===== config.mk =====
export PLATFORM = sky130hd
export DESIGN_NAME = two_level_task_scheduler_flat
export DESIGN_NICKNAME = d
export VERILOG_FILES = /design/src/design/tlts_pkg.sv /design/src/design/tlts_if.sv /design/src/design/tlts_ram.sv /design/src/design/tlts_ctrl.sv /design/src/design/tlts_dp.sv /design/src/design/two_level_task_scheduler.sv /design/src/flat_wrapper.sv
export SDC_FILE = /design/constraint.sdc
export NUM_CORES = 2
export LEC_CHECK = 0
export ABC_CLOCK_PERIOD_IN_PS = 7140
export BUFFER_PORTS_ARGS = -buffer_cell sky130_fd_sc_hd__buf_2
export CORE_ASPECT_RATIO = 0.5
export CORE_MARGIN = 8
export CORE_UTILIZATION = 35
export DETAILED_ROUTE_END_ITERATION = 6
export GPL_TIMING_DRIVEN = 0
export HOLD_SLACK_MARGIN = 0.12
export PLACE_DENSITY_LB_ADDON = 0.1
export REMOVE_ABC_BUFFERS = 1
export SLEW_MARGIN = 5
export SYNTH_ARGS = -nofsm -noshare
export SYNTH_HDL_FRONTEND = slang
export SYNTH_HIERARCHICAL = 1
export SYNTH_SLANG_ARGS = --single-unit

===== constraint.sdc =====
create_clock -name clk_i -period 7.14 [get_ports clk_i]
set_clock_uncertainty 0.1 [all_clocks]
set_input_delay 0.714 -clock clk_i [delete_from_list [all_inputs] [get_ports clk_i]]
set_output_delay 0.714 -clock clk_i [all_outputs]
set_load 0.02 [all_outputs]

===== src/design/tlts_pkg.sv =====
package tlts_pkg;

  localparam int unsigned MaxTasks = 16;
  localparam int unsigned SlotW    = $clog2(MaxTasks);
  localparam int unsigned FillW    = $clog2(MaxTasks + 1);

  localparam logic [1:0] KindSchedule = 2'd0;
  localparam logic [1:0] KindSleep    = 2'd1;
  localparam logic [1:0] KindWake     = 2'd2;
  localparam logic [1:0] KindAdmit    = 2'd3;

  typedef enum logic [1:0] {
    StUnused  = 2'd0,
    StReady   = 2'd1,
    StRunning = 2'd2,
    StBlocked = 2'd3
  } task_status_e;

  typedef struct packed {
    logic [1:0]  kind;
    logic [3:0]  task_req;
    logic        priority_req;
    logic [31:0] sleep_duration;
    logic [31:0] now_time;
  } req_t;

  typedef struct packed {
    logic [3:0] running_task;
    logic       running_valid;
    logic [4:0] woken_count;
    logic       ignored;
  } rsp_t;

  typedef struct packed {
    logic             load;
    logic             pre;
    logic             pick;
    logic             scan;
    logic [SlotW-1:0] idx;
  } cmd_t;

  typedef struct packed {
    logic [1:0] kind;
    logic       cur_valid;
  } sts_t;

endpackage


===== src/design/tlts_if.sv =====
interface tlts_req_if import tlts_pkg::*; ();
  logic valid;
  logic ready;
  req_t data;
  modport source (output valid, output data, input ready);
  modport sink (input valid, input data, output ready);
endinterface

interface tlts_rsp_if import tlts_pkg::*; ();
  logic valid;
  logic ready;
  rsp_t data;
  modport source (output valid, output data, input ready);
  modport sink (input valid, input data, output ready);
endinterface


===== src/design/tlts_ram.sv =====
module tlts_ram #(
  parameter int unsigned Width = 32,
  parameter int unsigned Depth = 16
) (
  input  logic                     clk_i,
  input  logic                     we_i,
  input  logic [$clog2(Depth)-1:0] waddr_i,
  input  logic [Width-1:0]         wdata_i,
  input  logic [$clog2(Depth)-1:0] raddr_i,
  output logic [Width-1:0]         rdata_o
);
  logic [Width-1:0] mem_q [Depth];

  always_ff @(posedge clk_i) begin
    if (we_i) begin
      mem_q[waddr_i] <= wdata_i;
    end
    rdata_o <= mem_q[raddr_i];
  end
endmodule


===== src/design/tlts_ctrl.sv =====
module tlts_ctrl import tlts_pkg::*; (
  input  logic clk_i,
  input  logic rst_ni,
  input  logic in_valid_i,
  output logic in_ready_o,
  output logic out_valid_o,
  input  logic out_ready_i,
  input  sts_t sts_i,
  output cmd_t cmd_o
);
  localparam logic [2:0] SIdle = 3'd0;
  localparam logic [2:0] SPre  = 3'd1;
  localparam logic [2:0] SPick = 3'd2;
  localparam logic [2:0] SScan = 3'd3;
  localparam logic [2:0] SOut  = 3'd4;

  logic [2:0]       state_q, state_d;
  logic [SlotW-1:0] idx_q, idx_d;
  logic             last;

  assign last        = (idx_q == SlotW'(MaxTasks - 1));
  assign in_ready_o  = (state_q == SIdle);
  assign out_valid_o = (state_q == SOut);

  always_comb begin
    state_d    = state_q;
    idx_d      = idx_q;
    cmd_o      = '0;
    cmd_o.idx  = idx_q;
    case (state_q)
      SIdle: begin
        if (in_valid_i) begin
          cmd_o.load = 1'b1;
          state_d    = SPre;
          idx_d      = '0;
        end
      end
      SPre: begin
        cmd_o.pre = 1'b1;
        if (sts_i.kind == KindSchedule ||
            (sts_i.kind == KindSleep && sts_i.cur_valid)) begin
          state_d = SPick;
        end else if (sts_i.kind == KindWake) begin
          state_d = SScan;
        end else begin
          state_d = SOut;
        end
      end
      SPick: begin
        cmd_o.pick = 1'b1;
        state_d    = SScan;
      end
      SScan: begin
        cmd_o.scan = 1'b1;
        idx_d      = idx_q + 1'b1;
        if (last) begin
          state_d = SOut;
        end
      end
      SOut: begin
        if (out_ready_i) begin
          state_d = SIdle;
        end
      end
      default: state_d = SIdle;
    endcase
  end

  always_ff @(posedge clk_i or negedge rst_ni) begin
    if (!rst_ni) begin
      state_q <= SIdle;
      idx_q   <= '0;
    end else begin
      state_q <= state_d;
      idx_q   <= idx_d;
    end
  end
endmodule


===== src/design/tlts_dp.sv =====
module tlts_dp import tlts_pkg::*; (
  input  logic       clk_i,
  input  logic       rst_ni,
  input  logic       cfg_we_i,
  input  logic [3:0] cfg_wdata_i,
  input  req_t       req_i,
  input  cmd_t       cmd_i,
  output sts_t       sts_o,
  output rsp_t       rsp_o
);
  task_status_e     status_q [MaxTasks];
  logic             high_q   [MaxTasks];
  logic             mark_q   [MaxTasks];
  logic [SlotW-1:0] hfifo_q  [MaxTasks];
  logic [SlotW-1:0] lfifo_q  [MaxTasks];
  logic [SlotW-1:0] hhead_q, lhead_q, cur_q;
  logic [FillW-1:0] hfill_q, lfill_q;
  logic             cur_valid_q, ignored_q;
  logic [3:0]       streak_q, limit_q;
  logic [4:0]       woken_q;
  req_t             req_q;

  logic [31:0]      start_rd, len_rd;
  logic             sleep_we;
  logic [SlotW-1:0] ram_raddr;
  logic [31:0]      elapsed;

  assign sleep_we  = cmd_i.pre && req_q.kind == KindSleep && cur_valid_q;
  assign ram_raddr = cmd_i.load ? '0 : ((cmd_i.scan || cmd_i.pick) ?
                     ((cmd_i.scan) ? cmd_i.idx + 1'b1 : '0) : '0);
  assign elapsed   = req_q.now_time - start_rd;

  tlts_ram #(.Width(32), .Depth(MaxTasks)) u_start (
    .clk_i, .we_i(sleep_we), .waddr_i(cur_q), .wdata_i(req_q.now_time),
    .raddr_i(ram_raddr), .rdata_o(start_rd));

  tlts_ram #(.Width(32), .Depth(MaxTasks)) u_len (
    .clk_i, .we_i(sleep_we), .waddr_i(cur_q), .wdata_i(req_q.sleep_duration),
    .raddr_i(ram_raddr), .rdata_o(len_rd));

  assign sts_o.kind      = req_q.kind;
  assign sts_o.cur_valid = cur_valid_q;

  assign rsp_o.running_task  = cur_valid_q ? cur_q : '0;
  assign rsp_o.running_valid = cur_valid_q;
  assign rsp_o.woken_count   = woken_q;
  assign rsp_o.ignored       = ignored_q;

  logic             take_high, take_low;
  logic [SlotW-1:0] pick;
  logic [SlotW-1:0] i;

  assign take_high = hfill_q != '0 && (streak_q < limit_q || lfill_q == '0);
  assign take_low  = !take_high && lfill_q != '0;
  assign pick      = take_high ? hfifo_q[hhead_q] : lfifo_q[lhead_q];
  assign i         = cmd_i.idx;

  always_ff @(posedge clk_i) begin
    if (cmd_i.load) begin
      req_q <= req_i;
    end
    if (cmd_i.scan && req_q.kind != KindWake && status_q[i] == StReady && !mark_q[i]) begin
      if (high_q[i]) begin
        if (hfill_q != FillW'(MaxTasks)) begin
          hfifo_q[hhead_q + hfill_q[SlotW-1:0]] <= i;
        end
      end else if (lfill_q != FillW'(MaxTasks)) begin
        lfifo_q[lhead_q + lfill_q[SlotW-1:0]] <= i;
      end
    end
  end

  always_ff @(posedge clk_i or negedge rst_ni) begin
    if (!rst_ni) begin
      for (int k = 0; k < MaxTasks; k++) begin
        status_q[k] <= StUnused;
        high_q[k]   <= 1'b0;
        mark_q[k]   <= 1'b0;
      end
      hhead_q     <= '0;
      lhead_q     <= '0;
      hfill_q     <= '0;
      lfill_q     <= '0;
      cur_q       <= '0;
      cur_valid_q <= 1'b0;
      streak_q    <= '0;
      limit_q     <= 4'd3;
      woken_q     <= '0;
      ignored_q   <= 1'b0;
    end else begin
      if (cfg_we_i) begin
        limit_q <= cfg_wdata_i;
      end
      if (cmd_i.load) begin
        woken_q   <= '0;
        ignored_q <= 1'b0;
      end
      if (cmd_i.pre) begin
        case (req_q.kind)
          KindSleep: begin
            if (cur_valid_q) begin
              status_q[cur_q] <= StBlocked;
              cur_valid_q     <= 1'b0;
            end else begin
              ignored_q <= 1'b1;
            end
          end
          KindAdmit: begin
            if (status_q[req_q.task_req] != StReady) begin
              woken_q <= 5'd1;
            end
            if (cur_valid_q && cur_q == req_q.task_req) begin
              cur_valid_q <= 1'b0;
            end
            status_q[req_q.task_req] <= StReady;
            high_q[req_q.task_req]   <= req_q.priority_req;
          end
          default: ;
        endcase
      end
      if (cmd_i.pick && (take_high || take_low)) begin
        if (take_high) begin
          hhead_q <= hhead_q + 1'b1;
          hfill_q <= hfill_q - 1'b1;
          if (streak_q != 4'hF) begin
            streak_q <= streak_q + 1'b1;
          end
        end else begin
          lhead_q  <= lhead_q + 1'b1;
          lfill_q  <= lfill_q - 1'b1;
          streak_q <= '0;
        end
        if (cur_valid_q && status_q[cur_q] == StRunning) begin
          status_q[cur_q] <= StReady;
        end
        mark_q[pick]   <= 1'b0;
        status_q[pick] <= StRunning;
        cur_q          <= pick;
        cur_valid_q    <= 1'b1;
      end
      if (cmd_i.scan) begin
        if (req_q.kind == KindWake) begin
          if (status_q[i] == StBlocked && elapsed >= len_rd) begin
            status_q[i] <= StReady;
            woken_q     <= woken_q + 1'b1;
          end
        end else if (status_q[i] == StReady && !mark_q[i]) begin
          mark_q[i] <= 1'b1;
          if (high_q[i]) begin
            if (hfill_q != FillW'(MaxTasks)) begin
              hfill_q <= hfill_q + 1'b1;
            end
          end else if (lfill_q != FillW'(MaxTasks)) begin
            lfill_q <= lfill_q + 1'b1;
          end
        end
      end
    end
  end
endmodule


===== src/design/two_level_task_scheduler.sv =====
// channel   direction  fields
// in_req    sink       kind, task_req, priority_req, sleep_duration, now_time
// out_rsp   source     running_task, running_valid, woken_count, ignored
// cfg       write      high_burst_limit (cfg_we_i, cfg_wdata_i)
//
// Schedule, and sleep with a task running, pass pre, pick and the 16-slot scan;
// wake passes pre and scan; admit, and sleep with no task running, pre only.
// One transaction is in flight at a time; in_req.ready is low until the result
// is taken. Reset is asynchronous and clears all task state at once.
module two_level_task_scheduler import tlts_pkg::*; (
  input  logic       clk_i,
  input  logic       rst_ni,
  input  logic       cfg_we_i,
  input  logic [3:0] cfg_wdata_i,
  tlts_req_if.sink   in_req,
  tlts_rsp_if.source out_rsp
);
  cmd_t cmd;
  sts_t sts;

  tlts_ctrl u_ctrl (
    .clk_i, .rst_ni,
    .in_valid_i(in_req.valid), .in_ready_o(in_req.ready),
    .out_valid_o(out_rsp.valid), .out_ready_i(out_rsp.ready),
    .sts_i(sts), .cmd_o(cmd));

  tlts_dp u_dp (
    .clk_i, .rst_ni, .cfg_we_i, .cfg_wdata_i,
    .req_i(in_req.data), .cmd_i(cmd), .sts_o(sts), .rsp_o(out_rsp.data));
endmodule


===== src/flat_wrapper.sv =====
// flat-port wrapper written by rule: the top's interface ports become plain ports
module two_level_task_scheduler_flat import tlts_pkg::*;
  (clk_i, rst_ni, cfg_we_i, cfg_wdata_i, in_req_valid, in_req_data, in_req_ready, out_rsp_valid, out_rsp_data, out_rsp_ready);
  tlts_req_if in_req_i ();
  tlts_rsp_if out_rsp_i ();
  input  logic clk_i;
  input  logic rst_ni;
  input  logic cfg_we_i;
  input  logic [3:0] cfg_wdata_i;
  input wire logic [$bits(in_req_i.valid)-1:0] in_req_valid;
  input wire logic [$bits(in_req_i.data)-1:0] in_req_data;
  output wire logic [$bits(in_req_i.ready)-1:0] in_req_ready;
  output wire logic [$bits(out_rsp_i.valid)-1:0] out_rsp_valid;
  output wire logic [$bits(out_rsp_i.data)-1:0] out_rsp_data;
  input wire logic [$bits(out_rsp_i.ready)-1:0] out_rsp_ready;
  assign in_req_i.valid = in_req_valid;
  assign in_req_i.data = in_req_data;
  assign in_req_ready = in_req_i.ready;
  assign out_rsp_valid = out_rsp_i.valid;
  assign out_rsp_data = out_rsp_i.data;
  assign out_rsp_i.ready = out_rsp_ready;
  two_level_task_scheduler u_core (.clk_i(clk_i), .rst_ni(rst_ni), .cfg_we_i(cfg_we_i), .cfg_wdata_i(cfg_wdata_i), .in_req(in_req_i), .out_rsp(out_rsp_i));
endmodule

# Word level (Yosys, flattened, before mapping)
# Memory sizes are Yosys's and may differ from the RTL's. A register that Yosys moved wholly into a read port is not among the register bits.
# Index checks and enable logic that the tools add are counted.
# totals
latch_bits,0
inputBits,80
ram_bits,1152
out_inout_bits,13
mem_count,4
wordCells,274
mem_bits_ro,0
regBits,179
# mem_list
memory,words,word_bits,rd,rd_ports_with_merged_regs,write_ports,line_no,source
u_core.u_dp.u_len.mem_q,16,32,1,1,1,tlts_ram.sv:12,logic [Width-1:0] mem_q [Depth];
u_core.u_dp.u_start.mem_q,16,32,1,1,1,tlts_ram.sv:12,
u_core.u_dp.hfifo_q,16,4,1,0,1,tlts_dp.sv:14,logic [SlotW-1:0] hfifo_q [MaxTasks];
u_core.u_dp.lfifo_q,16,4,1,0,1,tlts_dp.sv:15,logic [SlotW-1:0] lfifo_q [MaxTasks];
# classes
eq_ne,22
div,0
mul,0
mux,102
shift,0
bitwise,21
reduce_logical,38
magnitude_cmp,10
n_addsub,12
# op_table
cell,n
32-bit two-way mux,8
5-bit two-way mux,21
16-bit bitwise AND,5
16-bit inverter,5
16-bit bitwise OR,5
16-bit two-way mux,4
32-bit one-hot mux with 2 select lines,1
2-bit demux with 4-bit select,4
32-bit >= comparator,1
4-bit two-way mux,8
32-bit bitwise OR,1
32-bit subtractor,1
1-bit two-way mux,29
2-bit binary-select mux with 4-bit select,3
5-bit >= comparator (second input constant),4
5-bit by 1-bit less-than comparator with 1-bit output (second input constant),4
2-bit two-way mux,10
4-bit inverter with 5-bit output,4
1-bit logical AND,17
4-bit by 1-bit adder with 4-bit output (second input constant),4
16-bit bitwise mux,1
5-bit by 1-bit adder with 5-bit output (second input constant),3
3-bit two-way mux,5
3-bit one-hot mux with 5 select lines,1
other kinds (30),56

# Longest topological paths before layout
# logic_depth
depth_word,18
depth_mapped,22
mapped_depth_nobuf,21

# Modules after synthesis
# The synthesis kept the hierarchy.
# modules_own_cells
module,cells_per_inst,instances,area_per_inst_um2,seq_area_each_um2
tlts_ram,838,2,19854.0,16015.4
tlts_dp,1389,1,16504.6,8505.7
tlts_ctrl,39,1,421.7,175.2

# Worst setup path before layout
# Ideal clock, no wire load.
# synth_path
path_type,flip-flop to flip-flop
startpoint,reg u_core.u_ctrl.state_q[2]
endpoint,"mem u_core.u_dp.u_len.mem_q[0][0], enable pin"
required_time_ns,6.579
setup_time_ns,0.461
slack_ns,2.053
stages_incl_launch_ff,9
arrival_time_ns,4.526
n_path_buf,1
period_less_slack_ns,5.087
cell_sequence,dfrtp_1 > nand2b_1 > nor2_1 > nand2_1 > nor2_1 > clkbuf_1 > and2_1 > or3b_2 > nor3_1
# synth_rtl
item,line_no,source
start: declaration,tlts_ctrl.sv:17,"logic [2:0] state_q, state_d;"
start signal: assignment,tlts_ctrl.sv:71,state_q <= SIdle;
start signal: assignment,tlts_ctrl.sv:74,state_q <= state_d;
end: declaration,tlts_ram.sv:12,

# Worst setup path after layout
# layout_path
startpoint,reg u_core/u_dp/req_q[6] in the netlist's numbering
endpoint,reg u_core.u_dp.woken_q[2]
# layout_via
elab_chain_cells,6
# layout_rtl
item,line_no,source
start: declaration,tlts_dp.sv:21,req_t req_q;
start signal: assignment,tlts_dp.sv:60,req_q <= req_i;
32-bit subtractor,tlts_dp.sv:31,assign elapsed = req_q.now_time - start_rd;
32-bit >= comparator,tlts_dp.sv:143,if (status_q[i] == StBlocked && elapsed >= len_rd) begin
1-bit logical AND,tlts_dp.sv:143,
5-bit two-way mux,tlts_dp.sv:143,
5-bit two-way mux,tlts_dp.sv:142,if (req_q.kind == KindWake) begin
5-bit two-way mux,tlts_dp.sv:141,if (cmd_i.scan) begin
end signal: assignment,tlts_dp.sv:145,woken_q <= woken_q + 1'b1;
end: declaration,tlts_dp.sv:20,logic [4:0] woken_q;
# No other way between the ends.
# A chain may end at the register's enable or synchronous reset.

==> reports/metrics.cfg <==
[final_layout]
finalNonFillerCells = 5683
fillers = 14200
area_growth_syn_to_layout_pct = 18.3
nets = 3574
drive_above_1_share_pct = 23.8

[run_status]
status = complete, no violations

[floorplanning]
num_io_pins = 93
core_um2 = 161000
initial_utilization_pct = 35.2
die_w_um = 585
rows = 104
dieArea_um2 = 176000
die_height_um = 300

[setup_path]
r2r_end = u_core/u_dp/woken_q[2]
cp_cell_sequence = ha_1 > a21oi_1 > nor2_1 > a211oi_1 > o31ai_1 > o21ai_0 > nand3_1 > nand3_1 > nor3b_1 > ha_1 > nand4_1 > nor2_1 > nand2_1 > a21oi_1 > o41ai_1 > a21oi_4 > nor3_1 > a221o_1
rr_startpoint = u_core/u_dp/req_q[6]
cp_max_fo = 17
crit_type = flip-flop to flip-flop
end_kind = flip-flop
crit_arrival_ns = 6.43
required_ns = 7.67
r2r_cells = 18
cp-start-kind = flip-flop
cp_slowest_cell = nor3b_1
critPathMaxStageDelay_ns = 0.62
rrSetupSlack_ns = 1.24

[synthesis]
yosysTopAreaCell = edfxtp_1
synth-simple-area-share_pct = 4.62
synth-compound-area-share_pct = 5.19
avgSynthCellArea_um2 = 18.2
ys_seq_elements = 1395
synth_top_family_by_area = multiplexers
synth_most_common_cell = edfxtp_1
yosys_most_used_dff = edfxtp_1
synth_xor_area_share_pct = 0.851
syn_inst = 3104
async_flop_share_pct = 7.74
post_synth_main_area_contributors = edfxtp_1 (65%), mux4_2 (13%), dfrtp_1 (4.7%), dfxtp_1 (2.3%), ha_1 (1.9%)
ys_seq_area_share_pct = 71.9
synth_cell_types = 83
synth_edf_count = 1223
synth_fa_ha_area_share_pct = 1.98
synthMuxAreaShare_pct = 13.5
synth_commonest_cells = edfxtp_1 (1223), mux4_2 (319), nand2_1 (183), nor2_1 (136), a22oi_1 (134)
yosysWarnings = 6
synth_top_cell_area_share_pct = 64.8
syn_area_um2 = 56600

[min_path]
holdPathStages = 2
hold-path-endpoint = u_core/u_dp/limit_q[0]
hp-class = input port to flip-flop
holdCritStartpoint = cfg_we_i

[sta]
relSlewSlack_pct = 10.7
final_hold_viol_count = 0
drv_slew = 0
finalCritPeriodShare_pct = 82.6
worst_pin_slew_ns = 1.33
fin_crit_ns = 5.90
rsz0062_at_grt = false
max_freq_mhz = 169
finalSetupViolations = 0
tns_ns = 0

[pwr]
internal_power_mw = 16.4
p_comb_share_pct = 24.4
clkPwrFrac_pct = 30.4
vdd_drop_max_v = 0.000169
leakage_nw = 22.0
p_sw_mw = 7.21
p_seq_share_pct = 45.2
switching_share_pct = 30.6
pwr_density_cell_nw_per_um2 = 352

[clocking]
cts_tree = done
postCtsResizedCells = 0
insertion_delay_ns = 0.77
cts_root_buffer = clkbuf_16
numCtsBuffers = 141
clock-sinks = 1395
clockBufferDepth = 4
post_cts_buffers = 0
clk_pin_slew_ns = 0.06
cts_htree_levels = 4

[drt]
wl_um = 150000
dr.pass1.iters = 5
drc_errors = 0
vias_per_cell = 5.33
ant_nets = 0
route.vias.total = 30300
wl_per_cell_um = 26.4
drtIter0Drc = 2577

[place]
hpwl_um = 100000
dpl.cell_count = 5353
port_buffers = 92
gp_congestion = 0.803

[grt]
grt_pass1_wl_um = 218000
antenna_found_initial = 6
grt_usage_pct = 16.8
grt_max_degree = 59
grt_pass1_vias = 31100
overflow = 0

[job]
cap_violations = 0

power groups by stage:
stage	sequential [mW]	combinational (mW)	clock [mW]
2_1_floorplan	10.4	4.26	0
3_3_place_gp	10.9	5.86	0
3_5_place_dp	10.8	5.71	0
4_1_cts	10.7	5.79	7.39
5_1_grt	10.8	6.26	7.69
6_report	10.7	5.75	7.16
flip-flops by register name (all words and copies together) (netlist names), 16 cells and up:
| register | cells |
|---|---|
| u_core/u_dp/req_q | 69 |
| u_core/u_dp/status_q | 32 |
| u_core/u_dp/high_q | 16 |
| u_core/u_dp/hfifo_q | 64 |
| u_core/u_dp/lfifo_q | 64 |
| u_core/u_dp/u_start/mem_q | 512 |
| u_core/u_dp/u_len/rdata_o | 32 |
| u_core/u_dp/mark_q | 16 |
| u_core/u_dp/u_len/mem_q | 512 |
| u_core/u_dp/u_start/rdata_o | 32 |
critical path, delay by kind of cell, from the launching register on:
family / cells / cell delay [ns]
adders and majority gates: 2 / 0.72
AOI/OAI and AO/OA: 8 / 2.71
and+or+nand+nor: 8 / 1.67
DFF: 1 / 0.60
per-layer routing:
layer | GRT usage (%) | wire [um] | vias up | part of all wire, %
met5 | 0 | 0 | - | 0
met4 | 3.42 | 2790 | 0 | 1.9
met3 | 2.95 | 8220 | 206 | 5.5
met2 | 25.4 | 67000 | 811 | 45
met1 | 25.5 | 71800 | 16100 | 48
li1 | - | - | 13100 | -
layout by cell type, fill, tap and decap left out, types with 30 or more instances in the layout:
master         netlist  routed
a21o_1              30      30
a21oi_1             73      72
a22oi_1            134     134
buf_12               0      43
buf_16               0      38
buf_2               16      91
buf_6                8      31
clkbuf_1            71      39
clkbuf_16            0     144
dfrtp_1            106      98
dfxtp_1             64      64
dlygate4sd3_1        0      83
edfxtp_1          1223    1223
ha_1                85      85
inv_1               94      94
mux4_2             319     319
nand2_1            183     183
nand3_1             48      48
nor2_1             136     109
o21ai_0             47      47
xnor2_1             30      30
stage by stage:
stage,total power [mW],worst slack (ns),util (%),cell area [um^2],hold WS [ns]
floorplan,14.7,-14.91,-,55900,0.318
detailed placement,16.6,1.31,38.4,61800,0.373
CTS,23.8,1.29,41.6,67000,0.135
finish,23.6,1.24,41.7,67000,0.195
global placement,16.7,-28.46,36.7,59000,0.369
global route,24.7,0.894,41.6,67000,0.166
layout make-up:
class                      count  area, um^2  share of cell area [%]
sequential                  1395       40700                    60.8
multi-input combinational   1465       15100                    22.5
clock buffer                 195        3920                    5.84
timing repair buffer         308        3740                    5.59
tap                         2173        2720                    4.06
clock inverter                49         430                   0.642
inverter                      95         359                   0.536
antenna                        3        7.51                  0.0112
repair_timing:
action | in CTS | in global routing
hold buffers | 83 | 0
hold endpoints to repair | 126 | 0
setup endpoints to repair | 0 | 0
worst max path at each step:
stage,endpoint,startpoint,slack (ns)
floorplan,u_core/u_dp/u_len/rdata_o[0],in_req_valid,-14.91
global placement,u_core/u_dp/u_len/rdata_o[8],u_core/u_ctrl/idx_q[0],-28.46
detailed placement,u_core/u_dp/woken_q[2],u_core/u_dp/req_q[6],1.31
CTS,u_core/u_dp/woken_q[2],u_core/u_dp/req_q[6],1.29
global route,u_core/u_dp/woken_q[2],u_core/u_dp/req_q[11],0.89
finish,u_core/u_dp/woken_q[2],u_core/u_dp/req_q[6],1.24
cell families (layout without fill, tap and decap cells):
kind of cell / Yosys count / after routing
AOI/OAI and AO/OA: 417 / 417
buffers and inverters: 244 / 647
adders and majority gates: 88 / 88
other: 0 / 3
and+or+nand+nor: 545 / 545
xor gates and xnor gates: 55 / 55
DFF: 1395 / 1395
muxes: 360 / 360
Power figures use the tool's default switching activity.
